`src/rtl/ogbd_pkg.sv`:
```
// Shared types and constants for the occupancy grid block downsampler.
`default_nettype none

package ogbd_pkg;

    localparam int MAX_GRID_COLS  = 256;
    localparam int MAX_IMAGE_SIDE = 4096;
    localparam int BLOCK_SIDE_MAX = 64;

    localparam int COL_W    = $clog2(MAX_GRID_COLS);      // cell column index
    localparam int ROW_W    = 12;                         // cell row output
    localparam int SIDE_W   = $clog2(MAX_IMAGE_SIDE) + 1; // image side 1..4096
    localparam int BLK_W    = $clog2(BLOCK_SIDE_MAX) + 1; // block side 1..64
    localparam int OFS_W    = $clog2(BLOCK_SIDE_MAX);     // offset inside block
    localparam int PIX_W    = 8;
    localparam int CFG_W    = 13;
    localparam int CFG_IDX_W = 2;

    typedef enum logic [CFG_IDX_W-1:0] {
        REG_IMAGE_WIDTH     = 2'd0,
        REG_IMAGE_HEIGHT    = 2'd1,
        REG_PIXELS_PER_CELL = 2'd2,
        REG_OBSTACLE_VALUE  = 2'd3
    } cfg_reg_t;

    // Where the current pixel falls in the grid.
    typedef struct packed {
        logic             kept;       // pixel lies in a full, stored block
        logic             first;      // top-left pixel of its block
        logic             last_px;    // bottom-right pixel of its block
        logic             last_cell;  // block is the final cell of the grid
        logic [COL_W-1:0] col;
        logic [ROW_W-1:0] row;
    } pix_info_t;

endpackage

`default_nettype wire

```
`src/rtl/ogbd_raster.sv`:
```
// Raster position tracker: pixel, block offset and grid cell of the next pixel.
`default_nettype none

module ogbd_raster
    import ogbd_pkg::*;
(
    input  wire logic              clk,
    input  wire logic              rst_n,
    input  wire logic              restart,
    input  wire logic              step,
    input  wire logic [SIDE_W-1:0] width,
    input  wire logic [SIDE_W-1:0] height,
    input  wire logic [BLK_W-1:0]  side,
    output pix_info_t              info
);

    logic [SIDE_W-1:0] px_reg, px_next;
    logic [SIDE_W-1:0] py_reg, py_next;
    logic [OFS_W-1:0]  ox_reg, ox_next;
    logic [OFS_W-1:0]  oy_reg, oy_next;
    logic [COL_W:0]    col_reg, col_next;    // saturates at MAX_GRID_COLS
    logic [ROW_W-1:0]  row_reg, row_next;
    logic [SIDE_W-1:0] bx_reg, bx_next;      // x of the current block's left edge
    logic [SIDE_W-1:0] by_reg, by_next;      // y of the current block's top edge

    logic [BLK_W-1:0]  ox_inc, oy_inc;
    logic [SIDE_W-1:0] px_inc, py_inc;
    logic              ox_wrap, oy_wrap, row_end, frame_end;
    logic [SIDE_W:0]   bx_end, by_end, bx_end2, by_end2;

    assign ox_inc    = {1'b0, ox_reg} + BLK_W'(1);
    assign oy_inc    = {1'b0, oy_reg} + BLK_W'(1);
    assign px_inc    = px_reg + SIDE_W'(1);
    assign py_inc    = py_reg + SIDE_W'(1);
    assign ox_wrap   = ox_inc >= side;
    assign oy_wrap   = oy_inc >= side;
    assign row_end   = px_inc >= width;
    assign frame_end = py_inc >= height;

    // block fits when its far edge stays inside the image
    assign bx_end  = {1'b0, bx_reg} + (SIDE_W+1)'(side);
    assign by_end  = {1'b0, by_reg} + (SIDE_W+1)'(side);
    assign bx_end2 = bx_end + (SIDE_W+1)'(side);
    assign by_end2 = by_end + (SIDE_W+1)'(side);

    always_comb
    begin
        info.kept      = !col_reg[COL_W]
                         && (bx_end <= {1'b0, width}) && (by_end <= {1'b0, height});
        info.first     = (ox_reg == '0) && (oy_reg == '0);
        info.last_px   = (ox_inc == side) && (oy_inc == side);
        info.last_cell = (by_end2 > {1'b0, height})
                         && ((col_reg[COL_W-1:0] == COL_W'(MAX_GRID_COLS - 1))
                             || (bx_end2 > {1'b0, width}));
        info.col       = col_reg[COL_W-1:0];
        info.row       = row_reg;
    end

    always_comb
    begin
        px_next  = px_reg;
        py_next  = py_reg;
        ox_next  = ox_reg;
        oy_next  = oy_reg;
        col_next = col_reg;
        row_next = row_reg;
        bx_next  = bx_reg;
        by_next  = by_reg;
        if (restart)
        begin
            px_next  = '0;
            py_next  = '0;
            ox_next  = '0;
            oy_next  = '0;
            col_next = '0;
            row_next = '0;
            bx_next  = '0;
            by_next  = '0;
        end
        else if (step)
        begin
            if (row_end)
            begin
                px_next  = '0;
                ox_next  = '0;
                col_next = '0;
                bx_next  = '0;
                if (frame_end)
                begin
                    py_next  = '0;
                    oy_next  = '0;
                    row_next = '0;
                    by_next  = '0;
                end
                else
                begin
                    py_next = py_inc;
                    if (oy_wrap)
                    begin
                        oy_next  = '0;
                        row_next = row_reg + ROW_W'(1);
                        by_next  = by_reg + SIDE_W'(side);
                    end
                    else
                    begin
                        oy_next = oy_inc[OFS_W-1:0];
                    end
                end
            end
            else
            begin
                px_next = px_inc;
                if (ox_wrap)
                begin
                    ox_next = '0;
                    bx_next = bx_reg + SIDE_W'(side);
                    if (!col_reg[COL_W])
                    begin
                        col_next = col_reg + (COL_W+1)'(1);
                    end
                end
                else
                begin
                    ox_next = ox_inc[OFS_W-1:0];
                end
            end
        end
    end

    always_ff @(posedge clk or negedge rst_n)
    begin
        if (!rst_n)
        begin
            px_reg  <= '0;
            py_reg  <= '0;
            ox_reg  <= '0;
            oy_reg  <= '0;
            col_reg <= '0;
            row_reg <= '0;
            bx_reg  <= '0;
            by_reg  <= '0;
        end
        else
        begin
            px_reg  <= px_next;
            py_reg  <= py_next;
            ox_reg  <= ox_next;
            oy_reg  <= oy_next;
            col_reg <= col_next;
            row_reg <= row_next;
            bx_reg  <= bx_next;
            by_reg  <= by_next;
        end
    end

endmodule

`default_nettype wire

```
`src/rtl/occupancy_grid_block_downsampler.sv`:
```
// Top level: pools image pixel blocks into occupancy grid cells.
//
//  channel | valid       | stall       | payload
//  --------+-------------+-------------+-----------------------------------------
//  pixel   | pixel_valid | pixel_stall | pixel_value
//  cell    | cell_valid  | cell_stall  | cell_row, cell_col, blocked, last_cell
//  config  | cfg_we      | -           | cfg_index, cfg_data
//
//  One pixel per cycle while pixel_stall is low. A pixel reads its column's flag
//  from the 256x1 flag RAM on the accept edge and stage 1 writes the merged flag
//  back; a back-to-back write to the same column is forwarded around the RAM.
//  A cell beat is registered when stage 1 writes back its bottom-right pixel.
//  pixel_stall rises only while a cell is waiting in the output register,
//  the cell_stall is high and the pixel in flight finishes another cell.
//  Reset restores the default geometry; the flag RAM needs no clearing.
`default_nettype none

module occupancy_grid_block_downsampler
    import ogbd_pkg::*;
(
    input  wire logic                 clk,
    input  wire logic                 rst_n,
    input  wire logic                 cfg_we,
    input  wire logic [CFG_IDX_W-1:0] cfg_index,
    input  wire logic [CFG_W-1:0]     cfg_data,
    input  wire logic                 pixel_valid,
    output logic                      pixel_stall,
    input  wire logic [PIX_W-1:0]     pixel_value,
    output logic                      cell_valid,
    input  wire logic                 cell_stall,
    output logic [ROW_W-1:0]          cell_row,
    output logic [COL_W-1:0]          cell_col,
    output logic                      blocked,
    output logic                      last_cell
);

    logic [SIDE_W-1:0] width_reg, height_reg;
    logic [BLK_W-1:0]  side_reg;
    logic [PIX_W-1:0]  obstacle_reg;

    pix_info_t info;
    logic      adv, accept;

    // stage 1: flag read in flight
    logic             s1_valid_reg;
    logic [COL_W-1:0] s1_col_reg;
    logic [ROW_W-1:0] s1_row_reg;
    logic             s1_first_reg, s1_emit_reg, s1_hit_reg, s1_last_reg;

    logic             flag_mem [MAX_GRID_COLS];
    logic             rd_reg;
    logic             fwd_valid_reg;
    logic [COL_W-1:0] fwd_col_reg;
    logic             fwd_data_reg;
    logic             old_flag, new_flag, wr_en;

    logic             out_valid_reg;

    // config: sizes are clamped on write, the obstacle value takes the low bits
    always_ff @(posedge clk or negedge rst_n)
    begin
        if (!rst_n)
        begin
            width_reg    <= SIDE_W'(640);
            height_reg   <= SIDE_W'(480);
            side_reg     <= BLK_W'(4);
            obstacle_reg <= '0;
        end
        else if (cfg_we)
        begin
            case (cfg_index)
                REG_IMAGE_WIDTH:
                begin
                    if (cfg_data == '0)
                        width_reg <= SIDE_W'(1);
                    else if (cfg_data > CFG_W'(MAX_IMAGE_SIDE))
                        width_reg <= SIDE_W'(MAX_IMAGE_SIDE);
                    else
                        width_reg <= cfg_data[SIDE_W-1:0];
                end
                REG_IMAGE_HEIGHT:
                begin
                    if (cfg_data == '0)
                        height_reg <= SIDE_W'(1);
                    else if (cfg_data > CFG_W'(MAX_IMAGE_SIDE))
                        height_reg <= SIDE_W'(MAX_IMAGE_SIDE);
                    else
                        height_reg <= cfg_data[SIDE_W-1:0];
                end
                REG_PIXELS_PER_CELL:
                begin
                    if (cfg_data[BLK_W-1:0] == '0)
                        side_reg <= BLK_W'(1);
                    else if (cfg_data[BLK_W-1:0] > BLK_W'(BLOCK_SIDE_MAX))
                        side_reg <= BLK_W'(BLOCK_SIDE_MAX);
                    else
                        side_reg <= cfg_data[BLK_W-1:0];
                end
                REG_OBSTACLE_VALUE:
                begin
                    obstacle_reg <= cfg_data[PIX_W-1:0];
                end
                default:
                begin
                    obstacle_reg <= obstacle_reg;
                end
            endcase
        end
    end

    assign adv         = !(s1_valid_reg && s1_emit_reg && out_valid_reg && cell_stall);
    assign pixel_stall = !adv;
    assign accept      = pixel_valid && adv;

    ogbd_raster u_raster (
        .clk     (clk),
        .rst_n   (rst_n),
        .restart (cfg_we),
        .step    (accept),
        .width   (width_reg),
        .height  (height_reg),
        .side    (side_reg),
        .info    (info)
    );

    always_ff @(posedge clk or negedge rst_n)
    begin
        if (!rst_n)
            s1_valid_reg <= 1'b0;
        else if (adv)
            s1_valid_reg <= accept && info.kept;
    end

    always_ff @(posedge clk)
    begin
        if (accept)
        begin
            s1_col_reg   <= info.col;
            s1_row_reg   <= info.row;
            s1_first_reg <= info.first;
            s1_emit_reg  <= info.last_px;
            s1_last_reg  <= info.last_cell;
            s1_hit_reg   <= (pixel_value == obstacle_reg);
        end
    end

    // read-modify-write of the column flag
    assign old_flag = (fwd_valid_reg && (fwd_col_reg == s1_col_reg)) ? fwd_data_reg : rd_reg;
    assign new_flag = s1_first_reg ? s1_hit_reg : (old_flag || s1_hit_reg);
    assign wr_en    = s1_valid_reg && adv;

    always_ff @(posedge clk)
    begin
        if (accept)
            rd_reg <= flag_mem[info.col];
        if (wr_en)
            flag_mem[s1_col_reg] <= new_flag;
    end

    // the write landing on the read edge is not seen by the RAM read
    always_ff @(posedge clk or negedge rst_n)
    begin
        if (!rst_n)
            fwd_valid_reg <= 1'b0;
        else if (wr_en)
            fwd_valid_reg <= 1'b1;
    end

    always_ff @(posedge clk)
    begin
        if (wr_en)
        begin
            fwd_col_reg  <= s1_col_reg;
            fwd_data_reg <= new_flag;
        end
    end

    // output register
    always_ff @(posedge clk or negedge rst_n)
    begin
        if (!rst_n)
            out_valid_reg <= 1'b0;
        else if (wr_en && s1_emit_reg)
            out_valid_reg <= 1'b1;
        else if (!cell_stall)
            out_valid_reg <= 1'b0;
    end

    always_ff @(posedge clk)
    begin
        if (wr_en && s1_emit_reg)
        begin
            cell_row  <= s1_row_reg;
            cell_col  <= s1_col_reg;
            blocked   <= new_flag;
            last_cell <= s1_last_reg;
        end
    end

    assign cell_valid = out_valid_reg;

endmodule

`default_nettype wire

```
`config.mk`:
```
export PLATFORM = sky130hd
export DESIGN_NAME = occupancy_grid_block_downsampler
export DESIGN_NICKNAME = d
export VERILOG_FILES = /design/src/rtl/ogbd_pkg.sv /design/src/rtl/ogbd_raster.sv /design/src/rtl/occupancy_grid_block_downsampler.sv
export SDC_FILE = /design/constraint.sdc
export NUM_CORES = 1
export LEC_CHECK = 0
export ABC_AREA = 1
export BUFFER_PORTS_ARGS = -buffer_cell sky130_fd_sc_hd__buf_2
export CORE_MARGIN = 2
export CORE_UTILIZATION = 48
export CTS_BUF_LIST = sky130_fd_sc_hd__clkbuf_8
export CTS_CLUSTER_DIAMETER = 50
export CTS_CLUSTER_SIZE = 10
export DETAILED_ROUTE_END_ITERATION = 8
export PLACE_DENSITY = 0.66
export SETUP_SLACK_MARGIN = 0.5
export SLEW_MARGIN = 20
export SYNTH_ARGS = -nofsm -noshare
export SYNTH_HDL_FRONTEND = slang
export SYNTH_HIERARCHICAL = 1
export SYNTH_SLANG_ARGS = --single-unit
```
`constraint.sdc`:
```
create_clock -name clk -period 4.7 [get_ports clk]
set_input_delay 0.47 -clock clk [delete_from_list [all_inputs] [get_ports clk]]
set_output_delay 0.47 -clock clk [all_outputs]
set_load 0.005 [all_outputs]
```
==> results.json, run 1 <==
{
  "fp.dieH_um": 228,
  "wire_per_inst_um": 17.8,
  "async_flop_share_pct": 29.3,
  "rows": 82,
  "nNetsFinal": 2900,
  "tightest_slew_ns": 1.11,
  "crit_arrival_ns": 4.55,
  "die_w_um": 228,
  "drt_iter0_markers": 1631,
  "viasPerCell": 5.40,
  "drc": 0,
  "grt_pass1_wl_mm": 96.7,
  "cts.sinks": 441,
  "fin_skew_ns": 0.0502,
  "register_area_sq_um": 12600,
  "synth_area_sq_um": 24100,
  "netlist.area_leader.share_pct": 38.8,
  "drt.antenna.violating_nets": 0,
  "cts_max_level": 2,
  "largest_reg_flops": 256,
  "ys_seq_area_share_pct": 52.2,
  "synth_warnings": 6,
  "finalSetupViolations": 0,
  "finalSetupTns_ns": 0,
  "synth-seq-cells": 441,
  "path_delay_family": "simple AND/OR/NAND/NOR gates",
  "clk_pin_slew_ns": 0.08,
  "ioPinCount": 52,
  "synth_area_leader_cell": "edfxtp_1",
  "cts_tree": "yes",
  "syn_area_per_cell_sq_um": 8.93,
  "final_common_cell": "nand2_1",
  "ys_dominant_reg_cell": "edfxtp_1",
  "max_cap_violations": 0,
  "total_leakage_power_nw": 11.0,
  "worstSkewPairLatency_ns": 0.69,
  "via_count": 18600,
  "layout_min_cycle_time_ns": 4.15,
  "outcome": "finished clean",
  "dp_cells": 3339,
  "fillers": 4661,
  "dieArea_sq_um": 52100,
  "path_max_fanout": 6,
  "crit_path_max_incr_delay_ns": 0.54,
  "grt_start_max_net_pins": 146,
  "diodes": 0,
  "slew_headroom_pct": 26.1,
  "drt_pass1_iterations": 5,
  "portBuffers": 51,
  "fin_total_pwr_mw": 12.2,
  "irDropWorstVdd_uv": 270,
  "synth_nets": 2865,
  "synthesis.instances": 2704,
  "cp_num_buf_inv": 1,
  "gp_congestion": 0.891,
  "grtUsageTotal_pct": 23.3,
  "hp-class": "input port to flop",
  "numCtsBuffers": 53,
  "cp.required_ns": 5.11,
  "powerDensity_nw_per_um2": 470,
  "grt-ovfl-total": 0,
  "core-area_sq_um": 49900,
  "antenna_found_initial": 0,
  "cp-start-kind": "flop",
  "rsz0062_at_grt": "yes",
  "multi_input_area_sq_um": 10200,
  "postRouteWirelength_mm": 61.2,
  "crit_path_end_kind": "flop",
  "drv_slew": 0,
  "final_cell_mix": "nand2_1 (712), nor2_1 (377), nand3_1 (331)",
  "synth_cell_type_count": 54,
  "initial_utilization_pct": 48.4,
  "grt_pass1_vias": 18100,
  "cp_slowest_cell": "dfrtp_1",
  "top_register": "flag_mem",
  "cts_root_buf": "clkbuf_8",
  "drive_gt1_share_pct": 10.1,
  "hpwl_mm": 38.4,
  "area_delta_synth_final_pct": 7.88,
  "path_class": "flop to flop",
  "synth_edf_count": 312,
  "instances_no_fill": 3443,
  "ys_top_cells_by_area": "edfxtp_1 (39%), dfrtp_1 (13%), nand2_1 (11%)",
  "final-hold-violation-count": 0,
  "clockBufferDepth": 3,
  "crit_top_cell": "nand2_1",
  "fmax_mhz": 241,
  "fin_crit_sh_pct": 88.2
}
## routing by layer
| metal | vias to the layer above | global-route usage, % | part of all wire, % | wire length [um] |
|---|---|---|---|---|
| met5 | - | 0 | 0 | 0 |
| met4 | 0 | 8.54 | 3.3 | 2010 |
| met3 | 130 | 2.49 | 5.0 | 3070 |
| met2 | 538 | 41.5 | 50 | 30800 |
| met1 | 8916 | 29.4 | 41 | 25300 |
| li1 | 9007 | - | - | - |
## Yosys cell counts, types with 15 or more instances
master / number
nor3_1: 22
ha_1: 129
buf_6: 29
xor2_1: 52
a21oi_1: 54
dfrtp_1: 122
nand3b_1: 16
o21ai_0: 63
nand3_1: 337
clkbuf_1: 31
buf_2: 28
buf_4: 22
nor2_1: 384
nand2_2: 20
nand2_1: 723
inv_1: 209
xnor2_1: 23
nand4_1: 28
o21ai_1: 15
edfxtp_1: 312
## per-stage QoR
stage | hold WS, ns | instance area, sq um | utilization, % | setup slack (ns)
after global routing | 0.0804 | 26000 | 52.2 | 0.334
final | 0.0662 | 26000 | 52.2 | 0.553
after CTS | 0.0192 | 25700 | 51.5 | 0.507
after detailed placement | 0.405 | 24700 | 49.5 | 0.345
after global placement | 0.403 | 24700 | 49.5 | 0.339
after floorplan | 0.174 | 24100 | - | 0.772
## timing repair
item                       4_1_cts  5_1_grt
pin swaps                        0       34
hold buffers                     1        0
setup endpoints to repair        1        5
buffers inserted                 2       14
hold endpoints to repair        86        0
resized for setup               10       55
## power by group
part	total, mW	internal [mW]	leakage (nW)	switching (mW)
Clock	2.53	1.09	0.545	1.44
Sequential	4.95	4.69	4.55	0.257
Combinational	4.76	1.63	5.92	3.13
Total	12.2	7.40	11.0	4.83
## logic make-up after synthesis
kind of cell,synth area share [%]
DFF,52.2
xor gates and xnor gates,2.79
adders and majority gates,7.02
AOI/OAI and AO/OA,3.74
buffers and inverters,6.58
and+or+nand+nor,27.6
muxes,0.0467
## path summary, 6_finish.rpt
check | to | from | cells after the start | slack, ns
max | s1_last_reg | side_reg[3] | 25 | 0.55
min | s1_valid_reg | pixel_valid | 3 | 0.07
max reg2reg | s1_last_reg | side_reg[3] | 25 | 0.55
min reg2reg | cell_row[5] | s1_row_reg[5] | 0 | 0.42
max in group asynchronous | side_reg[1] | rst_n | 3 | 3.20
min in group asynchronous | height_reg[4] | rst_n | 2 | 0.46
## worst reg2reg max path, cell delays in order, from the launching register on
cell and delay [ns]:
dfrtp_1 0.54, ha_2 0.39, a21oi_1 0.23, nand2_2 0.11, a31oi_1 0.21, xor2_1 0.20
inv_2 0.10, ha_4 0.29, nand2_1 0.09, nor3_2 0.21, a21oi_2 0.10, nor2_2 0.14
xor2_1 0.18, ha_1 0.27, nand2_2 0.09, nor2_1 0.05, nor2_1 0.08, nand3_1 0.08
nand2_1 0.06, nand2_1 0.04, nand2_1 0.05, nand2_1 0.04, nand2_1 0.07, nand2_2 0.06
nor2_4 0.17, nor2_1 0.06
## cell type report
type,instances,share of cell area (%)
Clock buffer,55,2.91
Clock inverter,32,0.649
Timing Repair Buffer,93,2.24
Sequential cell,441,48.4
Multi-Input combinational cell,1930,39.3
Inverter,220,3.20
Tap cell,672,3.23
No activity file was read; power rests on OpenSTA's default activity.
==> run 2, diff against run 1 <==
--- a/config.mk
+++ b/config.mk
@@ -5,7 +5,6 @@
 export SDC_FILE = /design/constraint.sdc
 export NUM_CORES = 1
 export LEC_CHECK = 0
-export ABC_AREA = 1
 export BUFFER_PORTS_ARGS = -buffer_cell sky130_fd_sc_hd__buf_2
 export CORE_MARGIN = 2
 export CORE_UTILIZATION = 48
==> run 2 against run 1 <==
Total power fell by 17%. Register-to-register slack got worse by 0.04 ns. Count of clock-buffer cells in the layout rose by 1. Worst hold slack got worse by 0.0051 ns. Global-route usage fell by 0.68 points. Critical path type unchanged. Combinational power fell by 43%. Highest routed layer unchanged. Area after synthesis fell by 3.8%. Maximum frequency fell by 0.98%.
==> results.json, run 2 <==
{
  "outcome": "finished clean",
  "wire_per_inst_um": 20.7,
  "pwr-share-seq_pct": 47.1,
  "largest_reg_flops": 256,
  "synth_area_sq_um": 23200,
  "cp-start-kind": "flop",
  "hpwl_mm": 37.5,
  "whs_ns": 0.0611,
  "comb_power_share_pct": 27.0,
  "initial_utilization_pct": 48.6,
  "area_delta_synth_final_pct": 9.37,
  "switching_power_mw": 3.27,
  "via_count": 15800,
  "path_cells": "ha_2 > fa_2 > a211oi_2 > buf_4 > nor2_2 > nor2_2 > ha_1 > a21boi_2 > o41a_1 > xor2_1 > ha_1 > a21o_1 > a21o_1 > a211o_1 > o211ai_1 > a31oi_2 > nor2_1 > a32oi_1",
  "instances_no_fill": 2714,
  "grt_pass1_wl_mm": 88.1,
  "numCtsBuffers": 54,
  "max_cap_violations": 0,
  "synth_cell_type_count": 86,
  "crit_path_end_kind": "flop",
  "clk_pin_slew_ns": 0.08,
  "cts_root_buf": "clkbuf_8",
  "cts_tree": "yes",
  "viasPerCell": 5.83,
  "drt_pass1_iterations": 5,
  "crit_arrival_ns": 4.58,
  "diodes": 0,
  "netlist.area_leader.share_pct": 40.4,
  "clockBufferDepth": 3,
  "ys_dominant_reg_cell": "edfxtp_1",
  "syn_area_per_cell_sq_um": 11.6,
  "rows": 80,
  "hp-class": "input port to flop",
  "grtUsageTotal_pct": 22.6,
  "synth-seq-cells": 441,
  "top_register": "flag_mem",
  "gp_congestion": 0.893,
  "synth_area_leader_cell": "edfxtp_1",
  "dp_cells": 2594,
  "drt.antenna.violating_nets": 0,
  "drv_slew": 0,
  "fin_skew_ns": 0.0253,
  "dieArea_sq_um": 50100,
  "final_common_cell": "nor2_1",
  "synth_edf_count": 312,
  "pwr-share-clk_pct": 26.0,
  "final_cell_mix": "nor2_1 (322), edfxtp_1 (312), ha_1 (125)",
  "cts_max_level": 2,
  "async_flop_share_pct": 29.3,
  "drt_iter0_markers": 1291,
  "portBuffers": 51,
  "final-hold-violation-count": 0,
  "die_w_um": 224,
  "grt_start_max_net_pins": 107,
  "yosysMostFrequentCell": "nor2_1",
  "synth_common_cells": "nor2_1 (325), edfxtp_1 (312), ha_1 (129)",
  "postRouteWirelength_mm": 56.3,
  "ys_top_cells_by_area": "edfxtp_1 (40%), dfrtp_1 (13%), ha_1 (7.0%)",
  "rr_worst_depth": 18,
  "grt_pass1_vias": 15800,
  "intPower_mw": 6.86,
  "fmax_mhz": 239,
  "layout_min_cycle_time_ns": 4.19,
  "fin_crit_sh_pct": 89.1,
  "drive_gt1_share_pct": 14.7,
  "crit_path_max_incr_delay_ns": 0.38,
  "core-area_sq_um": 47700,
  "finalSetupTns_ns": 0,
  "rsz0062_at_grt": "yes",
  "ioPinCount": 52,
  "min_path_cells": 3,
  "nNetsFinal": 2215,
  "switching_share_pct": 32.3,
  "slew_headroom_pct": 23.1,
  "antenna_found_initial": 0,
  "path_max_fanout": 3,
  "path_class": "flop to flop",
  "finalSetupViolations": 0,
  "worstSkewPairLatency_ns": 0.67,
  "powerDensity_nw_per_um2": 399,
  "total_leakage_power_nw": 9.59,
  "tightest_slew_ns": 1.15,
  "irDropWorstVdd_uv": 236,
  "cts.sinks": 441,
  "synth_nets": 2160,
  "fin_total_pwr_mw": 10.1,
  "synthesis.instances": 1999,
  "grt-ovfl-total": 0,
  "synth_warnings": 6,
  "fp.dieH_um": 224,
  "cp_slowest_cell": "dfrtp_1",
  "drc": 0,
  "cp.required_ns": 5.10,
  "ys_seq_area_share_pct": 54.3,
  "fillers": 4047
}
## run 2: cell types whose count changed after synthesis, sizes merged, moves of 35 or more
| cell | delta |
|---|---|
| mux4 | +42 |
| buf | -41 |
| nand3 | -272 |
| nor2 | -61 |
| clkbuf | +35 |
| nand2 | -629 |
| a22o | +42 |
| mux2i | +54 |
| inv | -131 |
## run 2: power by group through the flow
stage	combinational (mW)	sequential, mW	clock (mW)
2_1_floorplan	1.93	4.76	0
3_3_place_gp	2.51	4.85	0
3_5_place_dp	2.56	4.85	0
4_1_cts	2.65	4.77	2.70
5_1_grt	3.01	4.80	2.85
6_report	2.73	4.77	2.63
## run 2: logic make-up (layout without fill, tap and decap cells)
group | Yosys count | after routing | synth area share (%)
mux | 117 | 117 | 7.42
buf+inv | 195 | 295 | 3.69
compound gates | 331 | 331 | 9.75
simple gates | 698 | 698 | 14.2
xor+xnor | 84 | 84 | 3.36
flops | 441 | 441 | 54.3
fa+ha+maj | 133 | 133 | 7.30
## run 2: final cells by class
cell class | instances | area, sq um | area share [%]
flip-flops and latches | 441 | 12600 | 49.7
multi-input cells | 1363 | 9950 | 39.2
clock buffers | 56 | 771 | 3.04
well taps | 615 | 769 | 3.03
repair buffers | 106 | 717 | 2.82
inverters | 88 | 330 | 1.30
clock inverters | 45 | 240 | 0.946
## run 2: routing by layer
layer | up-vias | routed length [um] | global-route usage [%]
li1 | 7434 | - | -
met1 | 7827 | 23700 | 28.7
met2 | 438 | 28200 | 39.8
met3 | 111 | 2700 | 3.29
met4 | 0 | 1640 | 7.76
met5 | - | 0 | 0
## run 2: through the flow
step | area [sq um] | worst slack [ns] | util (%)
floorplan | 23200 | 0.506 | -
finish | 25400 | 0.511 | 53.2
detailed placement | 24100 | 0.0819 | 50.4
global placement | 24100 | 0.189 | 50.4
global route | 25400 | 0.350 | 53.2
CTS | 25200 | 0.488 | 52.9
## run 2: worst max-delay path: cells and delay by family, from the launching register on
| family | cells | cell delay [ns] |
|---|---|---|
| buffers and inverters | 1 | 0.16 |
| adders and majority gates | 4 | 1.15 |
| xor gates and xnor gates | 1 | 0.19 |
| DFF | 1 | 0.38 |
| and+or+nand+nor | 3 | 0.32 |
| AOI/OAI and AO/OA | 9 | 1.72 |
## run 2: final timing paths
path	start	to	slack [ns]
worst max-delay path	u_raster/bx_reg[0]	s1_last_reg	0.51
worst min-delay path	cell_stall	cell_valid	0.06
worst max register to register	u_raster/bx_reg[0]	s1_last_reg	0.51
worst min register to register	s1_row_reg[7]	cell_row[7]	0.42
max in group asynchronous	rst_n	width_reg[9]	3.16
min in group asynchronous	rst_n	u_raster/py_reg[8]	0.48
## run 2: what timing repair did
item                                   4_1_cts  5_1_grt
hold buffers                                 2        0
endpoints found under the hold margin       88        0
buffers inserted                            10        7
gates resized for setup                     25       21
setup endpoints to repair                    1       20
pin swaps                                   24       17
